[config.mk]
export PLATFORM = sky130hd
export DESIGN_NAME = bpa_bitmap_ram
export DESIGN_NICKNAME = d
export VERILOG_FILES = /design/src/rtl/bpa_bitmap_ram.sv
export SDC_FILE = /design/constraint.sdc
export NUM_CORES = 2
export LEC_CHECK = 0
export BUFFER_PORTS_ARGS = -buffer_cell sky130_fd_sc_hd__buf_2
export CAP_MARGIN = 20
export CORE_MARGIN = 8
export CORE_UTILIZATION = 30
export CTS_BUF_LIST = sky130_fd_sc_hd__clkbuf_4 sky130_fd_sc_hd__clkbuf_8
export CTS_CLUSTER_DIAMETER = 100
export DETAILED_ROUTE_END_ITERATION = 8
export SETUP_SLACK_MARGIN = 0.4
export SLEW_MARGIN = 20
export SYNTH_ARGS = -nofsm -noshare
export SYNTH_HDL_FRONTEND = slang
export SYNTH_SLANG_ARGS = --single-unit
[constraint.sdc]
create_clock -name clk -period 2.9 [get_ports clk]
set_input_delay 0.29 -clock clk [delete_from_list [all_inputs] [get_ports clk]]
set_output_delay 0.29 -clock clk [all_outputs]
set_load 0.02 [all_outputs]
[src/rtl/bpa_bitmap_ram.sv]
// Page usage bitmap: one write port, one read port with registered data.
module bpa_bitmap_ram #(
  parameter int unsigned ADDR_W = 9
) (
  input  logic              clk,
  input  logic              we,
  input  logic [ADDR_W-1:0] waddr,
  input  logic [7:0]        wdata,
  input  logic [ADDR_W-1:0] raddr,
  output logic [7:0]        rdata
);

  localparam int unsigned DEPTH = 1 << ADDR_W;

  logic [7:0] mem [DEPTH];
  logic [7:0] rdata_r;

  // write port
  always_ff @(posedge clk) begin
    if (we) begin
      mem[waddr] <= wdata;
    end
  end

  // registered read port
  always_ff @(posedge clk) begin
    rdata_r <= mem[raddr];
  end

  assign rdata = rdata_r;

endmodule

==> results.yml <==
clock_tree:
  clock_tree.buffer_depth: 4
  tritoncts: "done"
  worst_setup_hold_path_clk_slew_ns: 0.06
  clock_latency_ns: 1.23
  cts_max_level: 6
  cts.sink_count: 4104
  tritoncts.num_buffers: 623
  clockRootBuffer: "sky130_fd_sc_hd__clkbuf_8"
sta:
  fmax_mhz: 403
  final_max_tran_viols: 0
  grt_setup_unrepaired: "yes"
  final.period_utilization_pct: 85.6
  timing.max_slew.rel_slack_pct: 34.3
  final_critical_path_setup_slack_ns: 0.416
  final-hold-violation-count: 0
  finalCriticalPeriod_ns: 2.48
  largest_clock_skew_in_the_final_design_ns: 0.0892
  setup_viol_count_final: 0
  tightest_slew_ns: 0.982
setup_path:
  cpPeakStageDelay_ns: 0.70
  crit_top_cell: "sky130_fd_sc_hd__dlygate4sd3_1"
  crit_path_cell_chain: "dlygate4sd3_1, buf_2, nand3_4, dlygate4sd3_1, buf_4, nor2_1, dlygate4sd3_1, buf_4"
  critPathArrivalTime_ns: 3.41
  crit_fanout: 15
  required_time_at_the_worst_slack_endpoint_ns: 3.83
  critPathBufInv: 6
  timing.critical_path.max_delay_family: "buffers and inverters"
  startpoint_type: "input port"
  crit_path_end_kind: "register"
  worst-setup-path-type: "input port to register"
  worst_path_max_delay_cell: "sky130_fd_sc_hd__dlygate4sd3_1"
synth:
  synth_nets: 8058
  yosysTopAreaCellShare_pct: 76.9
  ys_warn_count: 0
  predominant_post_synthesis_flop_cell: "sky130_fd_sc_hd__edfxtp_1"
  synth_edf_count: 4096
  synth_top_cells_by_area: "sky130_fd_sc_hd__edfxtp_1 (77%), sky130_fd_sc_hd__mux4_2 (9.2%), sky130_fd_sc_hd__mux2i_1 (5.0%), sky130_fd_sc_hd__o221ai_1 (2.0%), sky130_fd_sc_hd__nor2_1 (1.4%)"
  cell_variety_after_synth: 51
  synth.most_common_cell: "sky130_fd_sc_hd__edfxtp_1"
  synth_seq_area_share_pct: 77.0
  synth.avg_cell_area_um2: 19.9
  synth_top_cell_by_area: "sky130_fd_sc_hd__edfxtp_1"
  asr_flop_ratio_synth_pct: 0
  synth_seq_cells: 4104
  synth_top_cells_by_count: "sky130_fd_sc_hd__edfxtp_1 (4,096), sky130_fd_sc_hd__mux2i_1 (797), sky130_fd_sc_hd__mux4_2 (654)"
  netlist_instances: 8030
  post_synth_instance_area_um2: 160000
floorplan:
  initial_core_util_pct: 30.1
  die_h_um: 746
  std_cell_rows: 268
  core_region_area_um2: 532000
  boundaryPins: 36
  die_area_um2: 557000
  die_w_um: 746
layout:
  post-route-util_pct: 35.7
  synthToLayoutAreaGrowth_pct: 18.8
  fillerInstances: 49061
  post_route_cells_drive_above_1_share_pct: 29.3
  nets_final: 9443
grt:
  grt_pass1_vias: 88123
  grt_remaining_overflow: 0
  grt_antenna_before_repair: 18
  grt_max_degree: 127
  global_route.usage.total_pct: 15.1
  global_route_wire_length_before_repair_um: 628000
placement:
  place.port_buffers: 35
  detailedPlacementHpwl_um: 285000
  detailedPlace.worstSlack_ns: -0.715
  gpl.final_weighted_congestion: 0.865
drt:
  detailedRoute.firstPassIterationCount: 6
  route.final.wire_length_um: 439000
  ant_nets: 0
  drt_first_iter_violations: 9455
  drc: 0
  routed_via_count: 85811
  routedWlPerCell_um: 25.9
  drt-vias-per-instance: 5.07
outcome:
  outcome: "finished clean"
pwr:
  p_leak_nw: 61.8
  max-vdd-ir-drop_uv: 488
  power_density_nw_per_um2: 627
worst_hold_path:
  min_path_type: "input port to register"
job:
  drv.max_cap_violation_count: 0
-- per-stage QoR --
| step | cells | hold WS (ns) | instance area [µm²] | power, mW | setup TNS [ns] |
|---|---|---|---|---|---|
| 3_3_place_gp | 15778 | 0.732 | 177000 | 73.4 | -6.65 |
| 2_1_floorplan | 8030 | 0.389 | 160000 | 69.7 | 0 |
| 4_1_cts | 16914 | 0.0429 | 190000 | 120 | 0 |
| 5_1_grt | 16921 | 0.0814 | 190000 | 123 | 0 |
| 3_5_place_dp | 15783 | 0.736 | 178000 | 73.5 | -4.32 |
| 6_report | 16927 | 0.153 | 190000 | 119 | 0 |
-- worst reg2reg max path, stage by stage, from the launching register on --
cell	delay, ns
sky130_fd_sc_hd__edfxtp_1	0.38
sky130_fd_sc_hd__mux2i_1	0.25
sky130_fd_sc_hd__o221ai_2	0.16
sky130_fd_sc_hd__buf_4	0.16
sky130_fd_sc_hd__a21oi_2	0.20
sky130_fd_sc_hd__buf_4	0.16
sky130_fd_sc_hd__nor4_1	0.04
sky130_fd_sc_hd__nand4_1	0.29
sky130_fd_sc_hd__buf_12	0.14
sky130_fd_sc_hd__o21ai_0	0.19
sky130_fd_sc_hd__buf_4	0.21
sky130_fd_sc_hd__o2111a_1	0.22
-- cell usage in the layout, fill, tap and decap left out, drive strengths merged, types with 163 or more instances in the layout --
cell type,netlist,final
clkbuf,265,789
mux4,654,654
buf,248,1248
o221ai,372,372
o22ai,163,163
a21oi,194,194
mux2i,797,797
nor2,597,597
edfxtp,4096,4096
clkinv,0,244
-- where the power goes --
part           leakage, nW  internal (mW)  switching [mW]
clock network         6.34           24.2            22.6
logic                 18.6           2.57            4.38
registers             36.9           65.3          0.0445
-- layer usage --
layer / track usage [%] / share of wire (%) / vias up
li1: - / - / 36335
met1: 19.6 / 40 / 45151
met2: 25.5 / 49 / 3614
met3: 2.52 / 7.1 / 709
met4: 5.26 / 3.6 / 2
met5: 0 / 0.0032 / -
-- sequential cells by signal, indices dropped and copies added (netlist names) --
register  flops
rdata         8
mem        4096
-- area by class of cell --
type / instances / area [µm²] / area share [%]
well taps: 7020 / 8780 / 4.62
multi-input cells: 3410 / 34200 / 18.0
flip-flops and latches: 4104 / 123000 / 64.8
clock inverters: 316 / 2160 / 1.14
repair buffers: 1273 / 11800 / 6.21
inverters: 3 / 18.8 / 0.00988
clock buffers: 789 / 9870 / 5.20
diodes: 12 / 30.0 / 0.0158
-- cells by family after synthesis --
family	share of synthesized area, %
buffers and inverters	1.85
and+or+nand+nor	2.63
AOI/OAI and AO/OA	4.31
DFF	77.0
muxes	14.2
-- what timing repair did --
action                                 in CTS  in global routing
setup buffers                               0                  1
resized for setup                          16                 17
pin swaps                                   1                  9
hold buffers                               26                  0
endpoints found under the hold margin    4409                  0
setup endpoints to repair                   8                  7
-- final timing paths --
check | startpoint | endpoint | slack (ns) | cells past startpoint
setup reg to reg | mem[113][2] | rdata[2] | 0.42 | 11
setup / recovery | waddr[1] | mem[423][4] | 0.42 | 8
hold / removal | wdata[7] | mem[386][7] | 0.15 | 2
hold reg to reg | mem[296][3] | rdata[3] | 1.17 | 6
Power figures use the tool's default switching activity.
