`config.mk`:
```
export PLATFORM = sky130hd
export DESIGN_NAME = bpa_scan_unit
export DESIGN_NICKNAME = d
export VERILOG_FILES = /design/src/rtl/bpa_pkg.sv /design/src/rtl/bpa_scan_unit.sv
export SDC_FILE = /design/constraint.sdc
export NUM_CORES = 1
export LEC_CHECK = 0
export ABC_CLOCK_PERIOD_IN_PS = 5400
export BUFFER_PORTS_ARGS = -buffer_cell sky130_fd_sc_hd__buf_2
export CAP_MARGIN = 40
export CORE_MARGIN = 4
export CORE_UTILIZATION = 38
export DETAILED_ROUTE_END_ITERATION = 10
export GPL_TIMING_DRIVEN = 0
export PLACE_DENSITY = 0.82
export SYNTH_ARGS = -nofsm -noshare
export SYNTH_HDL_FRONTEND = slang
export SYNTH_SLANG_ARGS = --single-unit
export TNS_END_PERCENT = 30
```
`constraint.sdc`:
```
create_clock -name vclk -period 5.4
set_input_delay 1.35 -clock vclk [all_inputs]
set_output_delay 1.35 -clock vclk [all_outputs]
set_load 0.02 [all_outputs]
```
`src/rtl/bpa_pkg.sv`:
```
// Package for the bitmap page allocator: types, constants and defaults.
package bpa_pkg;

  // Field widths of the request and result channels
  localparam int unsigned PADDR_W   = 48;
  localparam int unsigned LEN_W     = 40;
  localparam int unsigned SLOT_W    = 2;

  // Page and bitmap geometry
  localparam int unsigned PAGE_SHIFT    = 12;
  localparam int unsigned BITS_PER_BYTE = 8;
  localparam int unsigned BYTE_SHIFT    = 3;
  localparam logic [7:0]  BYTE_FULL     = 8'hFF;

  // Defaults for the top-level parameters
  localparam int unsigned NUM_SEGMENTS_DEF      = 4;
  localparam int unsigned PAGES_PER_SEGMENT_DEF = 1024;
  localparam int unsigned ADDR_BITS_DEF         = 48;

  // Request action codes
  typedef enum logic {
    ACT_SETUP = 1'b0,
    ACT_ALLOC = 1'b1
  } action_t;

  // Sequencer states
  typedef enum logic [2:0] {
    ST_IDLE,
    ST_CLEAR,
    ST_SEG,
    ST_SCAN,
    ST_DONE
  } state_t;

  // Status of one scanned bitmap byte
  typedef struct packed {
    logic       full;
    logic [2:0] bit_pos;
  } scan_stat_t;

endpackage

```
`src/rtl/bpa_scan_unit.sv`:
```
// Scan unit: finds the lowest clear bit of a bitmap byte, builds the
// updated byte and the page address of that bit.
module bpa_scan_unit #(
  parameter int unsigned BYTE_W = 7,
  parameter int unsigned AW     = 48
) (
  input  logic [7:0]               bmp_byte,
  input  logic [BYTE_W-1:0]        byte_idx,
  input  logic [AW-1:0]            seg_base,
  output bpa_pkg::scan_stat_t      stat,
  output logic [7:0]               set_byte,
  output logic [AW-1:0]            page_addr
);

  localparam int unsigned OFF_W = BYTE_W + bpa_pkg::BYTE_SHIFT + 1;

  logic [2:0]       pos;
  logic [OFF_W-1:0] page_off;

  // lowest clear bit, LSB first
  always_comb begin
    pos = 3'd0;
    for (int i = bpa_pkg::BITS_PER_BYTE - 1; i >= 0; i--) begin
      if (!bmp_byte[i]) begin
        pos = 3'(i);
      end
    end
  end

  assign stat.full    = (bmp_byte == bpa_pkg::BYTE_FULL);
  assign stat.bit_pos = pos;
  assign set_byte     = bmp_byte | (8'd1 << pos);

  // page index plus one skips the header page above the base
  assign page_off  = OFF_W'({byte_idx, pos}) + OFF_W'(1);
  assign page_addr = seg_base + (AW'(page_off) << bpa_pkg::PAGE_SHIFT);

endmodule

```
==> results of run 1 <==
routing by layer:
metal,track usage,vias to the layer above,wire length (um)
met5,0,-,0
met1,0.238,978,2270
met4,0.0251,0,55
met2,0.345,108,2860
met3,0.0227,8,487
li1,-,1029,-
final cells by class:
| class | instances | share of cell area |
|---|---|---|
| plain buffers | 15 | 0.0462 |
| inverters | 13 | 0.0188 |
| multi-input cells | 187 | 0.585 |
| well taps | 48 | 0.0231 |
| repair buffers | 138 | 0.327 |
power by group through the flow:
| stage | clock [W] | sequential, W | combinational [W] |
|---|---|---|---|
| 6_report | 0 | 0 | 0.000291 |
| 3_5_place_dp | 0 | 0 | 0.000235 |
| 5_1_grt | 0 | 0 | 0.000314 |
| 2_1_floorplan | 0 | 0 | 0.000154 |
| 4_1_cts | 0 | 0 | 0.000270 |
| 3_3_place_gp | 0 | 0 | 0.000232 |
how the worst max path moves through the flow:
| stage | slack, ns | cells after the start | endpoint |
|---|---|---|---|
| 4_1_cts | -0.08 | 17 | page_addr[25] |
| 6_report | -0.14 | 15 | page_addr[46] |
| 3_5_place_dp | -0.34 | 16 | page_addr[46] |
| 3_3_place_gp | -0.31 | 14 | page_addr[46] |
| 2_1_floorplan | 0.003 | 14 | page_addr[46] |
| 5_1_grt | -0.33 | 18 | page_addr[40] |
worst max-delay path, cell delays in order:
cell      delay, ns
buf_8          0.10
nand2b_4       0.13
a21boi_2       0.13
a41oi_2        0.07
inv_2          0.12
nand4_1        0.23
nor2_1         0.20
xor2_1         0.18
ha_1           0.30
a21o_1         0.25
or3_4          0.39
o21bai_4       0.20
and4bb_1       0.26
xor2_2         0.15
buf_6          0.13
cell families after synthesis:
group,Yosys count,share of synthesized area
and+or+nand+nor,94,0.354
xor gates and xnor gates,40,0.231
AOI/OAI and AO/OA,36,0.169
buffers and inverters,29,0.106
adders and majority gates,16,0.137
other,1,0.00248
per-stage QoR:
| stage | TNS (ns) | instance area, um2 | total power (W) |
|---|---|---|---|
| global route | -7.31 | 2600 | 0.000314 |
| global placement | -4.46 | 2160 | 0.000232 |
| finish | -2.28 | 2600 | 0.000291 |
| detailed placement | -5.33 | 2160 | 0.000235 |
| CTS | -0.648 | 2450 | 0.000270 |
| floorplan | 0 | 1550 | 0.000154 |
what timing repair did:
item	in CTS	in global routing
pin swaps	24	25
setup endpoints to repair	27	27
hold buffers	0	0
setup buffers	18	9
gates cloned	1	0
gates resized for setup	39	25
cells in the final DEF, fill, tap and decap left out, types with 3 or more instances in the layout:
cell,instances
a21o_1,7
nand2_1,14
nor2_1,19
nand4_1,8
or2_2,5
a21oi_1,6
xor2_1,23
buf_2,82
nor3_1,3
buf_4,65
nand3_1,14
inv_1,11
xnor2_1,15
nor3b_2,4
ha_1,12
buf_6,5
nor3_2,3
and3_1,3
==> metrics.cfg, run 1 <==
[outcome]
outcome = finished with violations
violations = setup timing

[min_path]
min_from = seg_base[2]
worstHoldPathType = input pin to output pin
hold_path_end = page_addr[2]
hold_depth = 2

[place]
io_buffers = 110
placedCellCount = 374
detailed_place_hpwl_um = 3820
place_worst_setup_slack_ns = -0.342
place_congestion = 0.817

[synth]
synth_area_leader_cell = xor2_1
synth_nets = 295
ys_types = 49
synth_top_area_frac = 0.145
avgSynthCellArea_um2 = 7.01
synthTopCellsByCount = xor2_1 (25), nor2_1 (21), ha_1 (15), nand2_1 (15), xnor2_1 (15)
syn_area_um2 = 1510
synth.most_common_cell = xor2_1
synthTopCellsByArea = xor2_1 (14%), ha_1 (12%), xnor2_1 (8.7%)
ys.warnings.count = 0
ys_seq_area_frac = 0
postSynthCellCount = 216

[drt]
drc = 0
dr.pass1.iters = 4
num_vias = 2123
avgRoutedWirePerCell_um = 14.1
drt_iter0_drc = 75
drt_wl_total_um = 5670
drtAntennaViolNets = 0
via_per_inst = 5.29

[timing]
hold_violations = 0
slew_violations = 0
finalCritPeriodShare = 1.03
worst_slack_ns = -0.145
holdWs_ns = 2.92
clock.fmax_mhz = 180
setup_viol = 24
min_period_ns = 5.54
rsz0062_at_grt = true

[final_layout]
layout.nets = 434
nFlopsAndLatches = 0
clkbuf_count = 0
filler_cell_count = 285
drive_gt1_frac = 0.561
area_growth_pct = 71.8
final_util = 0.695
num_antenna_cells = 0
layoutNonFillerInstCount = 401
seq_area_um2 = 0
multi_input_area_um2 = 1520

[global_routing]
antenna_found_initial = 0
gr-total-overflow = 0
grt_pass1_vias = 1964
grt_pass1_wl_um = 8260
grtUsageTotal = 0.188
grt_max_degree = 9

[power]
p_leak_nw = 1.34
switching_share = 0.547
power.internal_w = 0.000131
p_clk_frac = 0
seqPwrFrac = 0
p_comb_frac = 1.000
p_per_area_nw_per_um2 = 112
peakVddDrop_mv = 0.0485
p_sw_w = 0.000159

[floorplanning]
core_area_um2 = 3740
initial_core_util = 0.404
die_h_um = 71.1
die_x_um = 71.1
dieArea_um2 = 5060
io-pin-count = 123
rows = 22

[critical_path]
cp_max_fo = 5
cp-end-kind = output pin
arrival_ns = 4.19
critical_path_required_ns = 4.05
worstSetupStartpoint = bmp_byte[3]
startpoint_type = input pin
worstSetupPathType = input pin to output pin

[flow_run]
maxCapViolations = 0

Power figures use the tool's default switching activity.
==> run 2: changes to the inputs <==
--- a/config.mk
+++ b/config.mk
@@ -5,14 +5,15 @@
 export SDC_FILE = /design/constraint.sdc
 export NUM_CORES = 1
 export LEC_CHECK = 0
-export ABC_CLOCK_PERIOD_IN_PS = 5400
+export ABC_CLOCK_PERIOD_IN_PS = 5200
 export BUFFER_PORTS_ARGS = -buffer_cell sky130_fd_sc_hd__buf_2
 export CAP_MARGIN = 40
-export CORE_MARGIN = 4
-export CORE_UTILIZATION = 38
+export CORE_ASPECT_RATIO = 1.2
+export CORE_MARGIN = 2
+export CORE_UTILIZATION = 42
 export DETAILED_ROUTE_END_ITERATION = 10
 export GPL_TIMING_DRIVEN = 0
-export PLACE_DENSITY = 0.82
+export PLACE_DENSITY = 0.86
 export SYNTH_ARGS = -nofsm -noshare
 export SYNTH_HDL_FRONTEND = slang
 export SYNTH_SLANG_ARGS = --single-unit
==> constraint.sdc (replaced) <==
create_clock -name vclk -period 5.2
set_input_delay 1.3 -clock vclk [all_inputs]
set_output_delay 1.3 -clock vclk [all_outputs]
set_load 0.02 [all_outputs]
==> run 2 against run 1 <==
  * The run ends with DRC, setup timing left
  * First-iteration DRC count grew 28%
  * Non-clock buffer count shrank 5
  * Wire length grew 4.3%
  * Cell count shrank 4.0%
  * Critical path depth shrank 1
  * Clock-buffer cell count is the same
  * Flip-flop and latch count is the same
  * Die area shrank 19%
  * Setup slack lost 0.12 ns
  * Via count is essentially flat
  * Global-route usage grew 2.6 points
  * Power grew 4.3%
  * Largest cell class unchanged
  * Highest routed layer unchanged
==> metrics.cfg, run 2 (synthesis results as in run 1) <==
[final_layout]
final_cell_mix = buf_2 (85), buf_4 (55), xor2_1 (24)
layout.nets = 429
layout_commonest_cell = buf_2
layoutNonFillerInstCount = 385
nFlopsAndLatches = 0
drive_gt1_frac = 0.566
area_growth_pct = 73.2
clkbuf_count = 0
seq_area_um2 = 0
num_antenna_cells = 0
final_area_um2 = 2620
filler_cell_count = 226

[global_routing]
grt_pass1_wl_um = 7570
grt_pass1_vias = 1908
gr-total-overflow = 0
antenna_found_initial = 0
grt_max_degree = 10
grtUsageTotal = 0.214

[timing]
setup_viol = 27
fin_setup_tns_ns = -4.25
finalCritPeriodShare = 1.05
holdWs_ns = 2.82
min_period_ns = 5.46
rsz0062_at_grt = true
clock.fmax_mhz = 183
worst_slack_ns = -0.264
hold_violations = 0
slew_violations = 0

[drt]
via_per_inst = 5.52
drt_iter0_drc = 96
drc = 8
drt_wl_total_um = 5910
num_vias = 2124
avgRoutedWirePerCell_um = 15.4
dr.pass1.iters = 8
drtAntennaViolNets = 0

[place]
detailed_place_hpwl_um = 3580
place_congestion = 0.831
io_buffers = 110
post_dp_cell_area_um2 = 2170
place_worst_setup_slack_ns = -0.405
placedCellCount = 363

[flow_run]
maxCapViolations = 0

[critical_path]
cp_max_fo = 5
startpoint_type = input pin
worstSetupPathType = input pin to output pin
arrival_ns = 4.16
cp-end-kind = output pin
critical_path_required_ns = 3.90

[power]
p_leak_nw = 1.35
peakVddDrop_mv = 0.0595
p_per_area_nw_per_um2 = 115

[outcome]
violations = DRC, setup timing
outcome = finished with violations

[floorplanning]
rows = 23
die_h_um = 69.8
die_x_um = 58.8
io-pin-count = 123
dieArea_um2 = 4100
core_area_um2 = 3400
initial_core_util = 0.446

[min_path]
min_from = seg_base[0]
hold_depth = 2
hold_path_end = page_addr[0]
worstHoldPathType = input pin to output pin

-- run 2: how the worst max path moves through the flow --
stage / from / end / slack [ns]
after floorplan: bmp_byte[3] / page_addr[46] / -0.009
after global placement: bmp_byte[2] / page_addr[46] / -0.36
after detailed placement: bmp_byte[2] / page_addr[27] / -0.41
after CTS: bmp_byte[3] / page_addr[25] / -0.14
after global routing: bmp_byte[2] / page_addr[25] / -0.40
final: bmp_byte[2] / page_addr[25] / -0.26
-- run 2: worst max-delay path: stages --
cell and delay [ns]:
buf_12 0.09, and4_4 0.25, and3_4 0.20, nand4_1 0.24
xnor2_1 0.29, ha_1 0.30, a21o_1 0.23, a31oi_4 0.20
a21oi_4 0.09, nor4_4 0.33, buf_6 0.18, nand3b_1 0.13
xnor2_1 0.14, buf_4 0.17
-- run 2: stage by stage --
stage	utilization	total power [W]
2_1_floorplan	-	0.000161
3_3_place_gp	0.638	0.000242
3_5_place_dp	0.638	0.000244
4_1_cts	0.714	0.000274
5_1_grt	0.772	0.000322
6_report	0.772	0.000303
-- run 2: power breakdown --
group / total [W] / internal [W] / switching [W]
sequential: 0 / 0 / 0
clock: 0 / 0 / 0
combinational: 0.000303 / 0.000134 / 0.000169
-- run 2: final cells by class --
cell class	count	area, um2	area share
inverters	13	51.3	0.0196
plain buffers	15	120	0.0458
multi-input cells	187	1580	0.603
repair buffers	133	825	0.314
well taps	37	46.3	0.0177
-- run 2: timing repair --
action                     in CTS  in global routing
gates resized for setup        42                 31
setup endpoints to repair      27                 28
pin swaps                      23                 18
hold buffers                    0                  0
gates cloned                    1                  0
buffers inserted               13                  9
hold endpoints to repair        0                  0
-- run 2: per-layer routing --
layer	share of wire	track usage	routed length, um	vias to the layer above
li1	-	-	-	1017
met1	0.35	0.236	2060	989
met2	0.57	0.426	3340	104
met3	0.065	0.0187	386	14
met4	0.021	0.0303	124	0
met5	0	0	0	-
==> run 3: changes to the inputs <==
--- a/config.mk
+++ b/config.mk
@@ -8,12 +8,14 @@
 export ABC_CLOCK_PERIOD_IN_PS = 5200
 export BUFFER_PORTS_ARGS = -buffer_cell sky130_fd_sc_hd__buf_2
 export CAP_MARGIN = 40
+export CELL_PAD_IN_SITES_DETAIL_PLACEMENT = 0
+export CELL_PAD_IN_SITES_GLOBAL_PLACEMENT = 2
 export CORE_ASPECT_RATIO = 1.2
 export CORE_MARGIN = 2
-export CORE_UTILIZATION = 42
+export CORE_UTILIZATION = 19
 export DETAILED_ROUTE_END_ITERATION = 10
 export GPL_TIMING_DRIVEN = 0
-export PLACE_DENSITY = 0.86
+export PLACE_DENSITY_LB_ADDON = 0.1
 export SYNTH_ARGS = -nofsm -noshare
 export SYNTH_HDL_FRONTEND = slang
 export SYNTH_SLANG_ARGS = --single-unit
==> run 3 against run 2 <==
  * The run ends with setup timing left
  * Critical path type unchanged
  * Global-route usage decreased by 9.5 points
  * Flip-flop and latch count unchanged
  * Wire length decreased by 4.4%
  * Maximum frequency increased by 2.4%
  * Power increased by 1.1%
==> metrics.cfg, run 3 (synthesis results as in run 1) <==
[cts]
ctsHoldBuffers = 0

[floorplanning]
initial_core_util = 0.196
core_area_um2 = 7710
die_h_um = 102
die_x_um = 85.5
rows = 35
io-pin-count = 123
dieArea_um2 = 8700

[outcome]
violations = setup timing
outcome = finished with violations

[critical_path]
path_delay_family = simple AND/OR/NAND/NOR gates
crit_chain = buf_6, and4_4, and3_4, nand4_1, buf_6, nor2_1, xnor2_1, ha_1, nand4_1, a21oi_4, nor4_4, buf_6, nand3b_1, xnor2_1, buf_4
crit_top_cell = buf_6
worst_path_largest_cell_delay_ns = 0.42
cp_max_fo = 7
slowest_stage = nor4_4
startpoint_type = input pin
worstSetupPathType = input pin to output pin
cp-end-kind = output pin
arrival_ns = 4.03
critical_path_required_ns = 3.90
crit_buf_inv = 4

[drt]
avgRoutedWirePerCell_um = 12.8
drc = 0
dr.pass1.iters = 4
num_vias = 2011
drt_wl_total_um = 5650
via_per_inst = 4.57
drt_iter0_drc = 38
drtAntennaViolNets = 0

[power]
p_leak_nw = 1.39
peakVddDrop_mv = 0.0589
p_per_area_nw_per_um2 = 109

[timing]
holdWs_ns = 2.82
slew_violations = 0
fin_setup_tns_ns = -1.67
setup_viol = 23
worst_slack_ns = -0.134
finalCritPeriodShare = 1.03
min_period_ns = 5.33
rsz0062_at_grt = true
clock.fmax_mhz = 187
hold_violations = 0

[place]
io_buffers = 110
place_worst_setup_slack_ns = -0.671
post_dp_cell_area_um2 = 2230
place_congestion = 0.752
detailed_place_hpwl_um = 4580

[final_layout]
layout_commonest_cell = buf_2
drive_gt1_frac = 0.589
nFlopsAndLatches = 0
final_util = 0.365
num_antenna_cells = 0
clkbuf_count = 0
layout.nets = 429
final_cell_mix = buf_2 (82), buf_4 (55), xor2_1 (23)
final_area_um2 = 2820
area_growth_pct = 86.0
multi_input_area_um2 = 1680
filler_cell_count = 853
seq_area_um2 = 0

[global_routing]
grt_pass1_wl_um = 8650
grt_max_degree = 10
antenna_found_initial = 0
gr-total-overflow = 0
grt_pass1_vias = 1868
grtUsageTotal = 0.118

[min_path]
worstHoldPathType = input pin to output pin

[flow_run]
maxCapViolations = 0

==> run 3: cell counts in the layout (fill, tap and decap cells not counted) <==
No cell type changed its count.
==> run 3: what timing repair did <==
item                                    in CTS  in global routing
endpoints found under the setup margin      29                 29
gates cloned                                 1                  0
resized for setup                           58                 32
pin swaps                                   26                 22
buffers inserted                            16                  6
==> run 3: final timing paths <==
check	startpoint	end	slack (ns)	cells past startpoint
hold / removal	seg_base[5]	page_addr[5]	2.82	2
setup / recovery	bmp_byte[0]	page_addr[25]	-0.13	15
==> run 3: report_power, final <==
part / leakage (nW) / switching, W / internal (W)
Clock: 0 / 0 / 0
Combinational: 1.39 / 0.000167 / 0.000140
Sequential: 0 / 0 / 0
==> run 3: per-stage QoR <==
step / std cells / power, W
6_report: 440 / 0.000306
2_1_floorplan: 216 / 0.000161
4_1_cts: 434 / 0.000293
5_1_grt: 440 / 0.000333
3_3_place_gp: 418 / 0.000251
3_5_place_dp: 418 / 0.000250
==> run 3: cell type report <==
type / instances / area share
buffer: 15 / 0.0427
inverter: 13 / 0.0182
multi-input combinational: 187 / 0.596
tap: 92 / 0.0409
timing repair buffer: 133 / 0.303
==> run 3: metal layers <==
metal	vias to the layer above	global-route usage	wire length, um
met3	0	0.0130	392
met4	0	0	0
met1	919	0.145	2330
li1	1018	-	-
met5	-	0	0
met2	74	0.234	2930
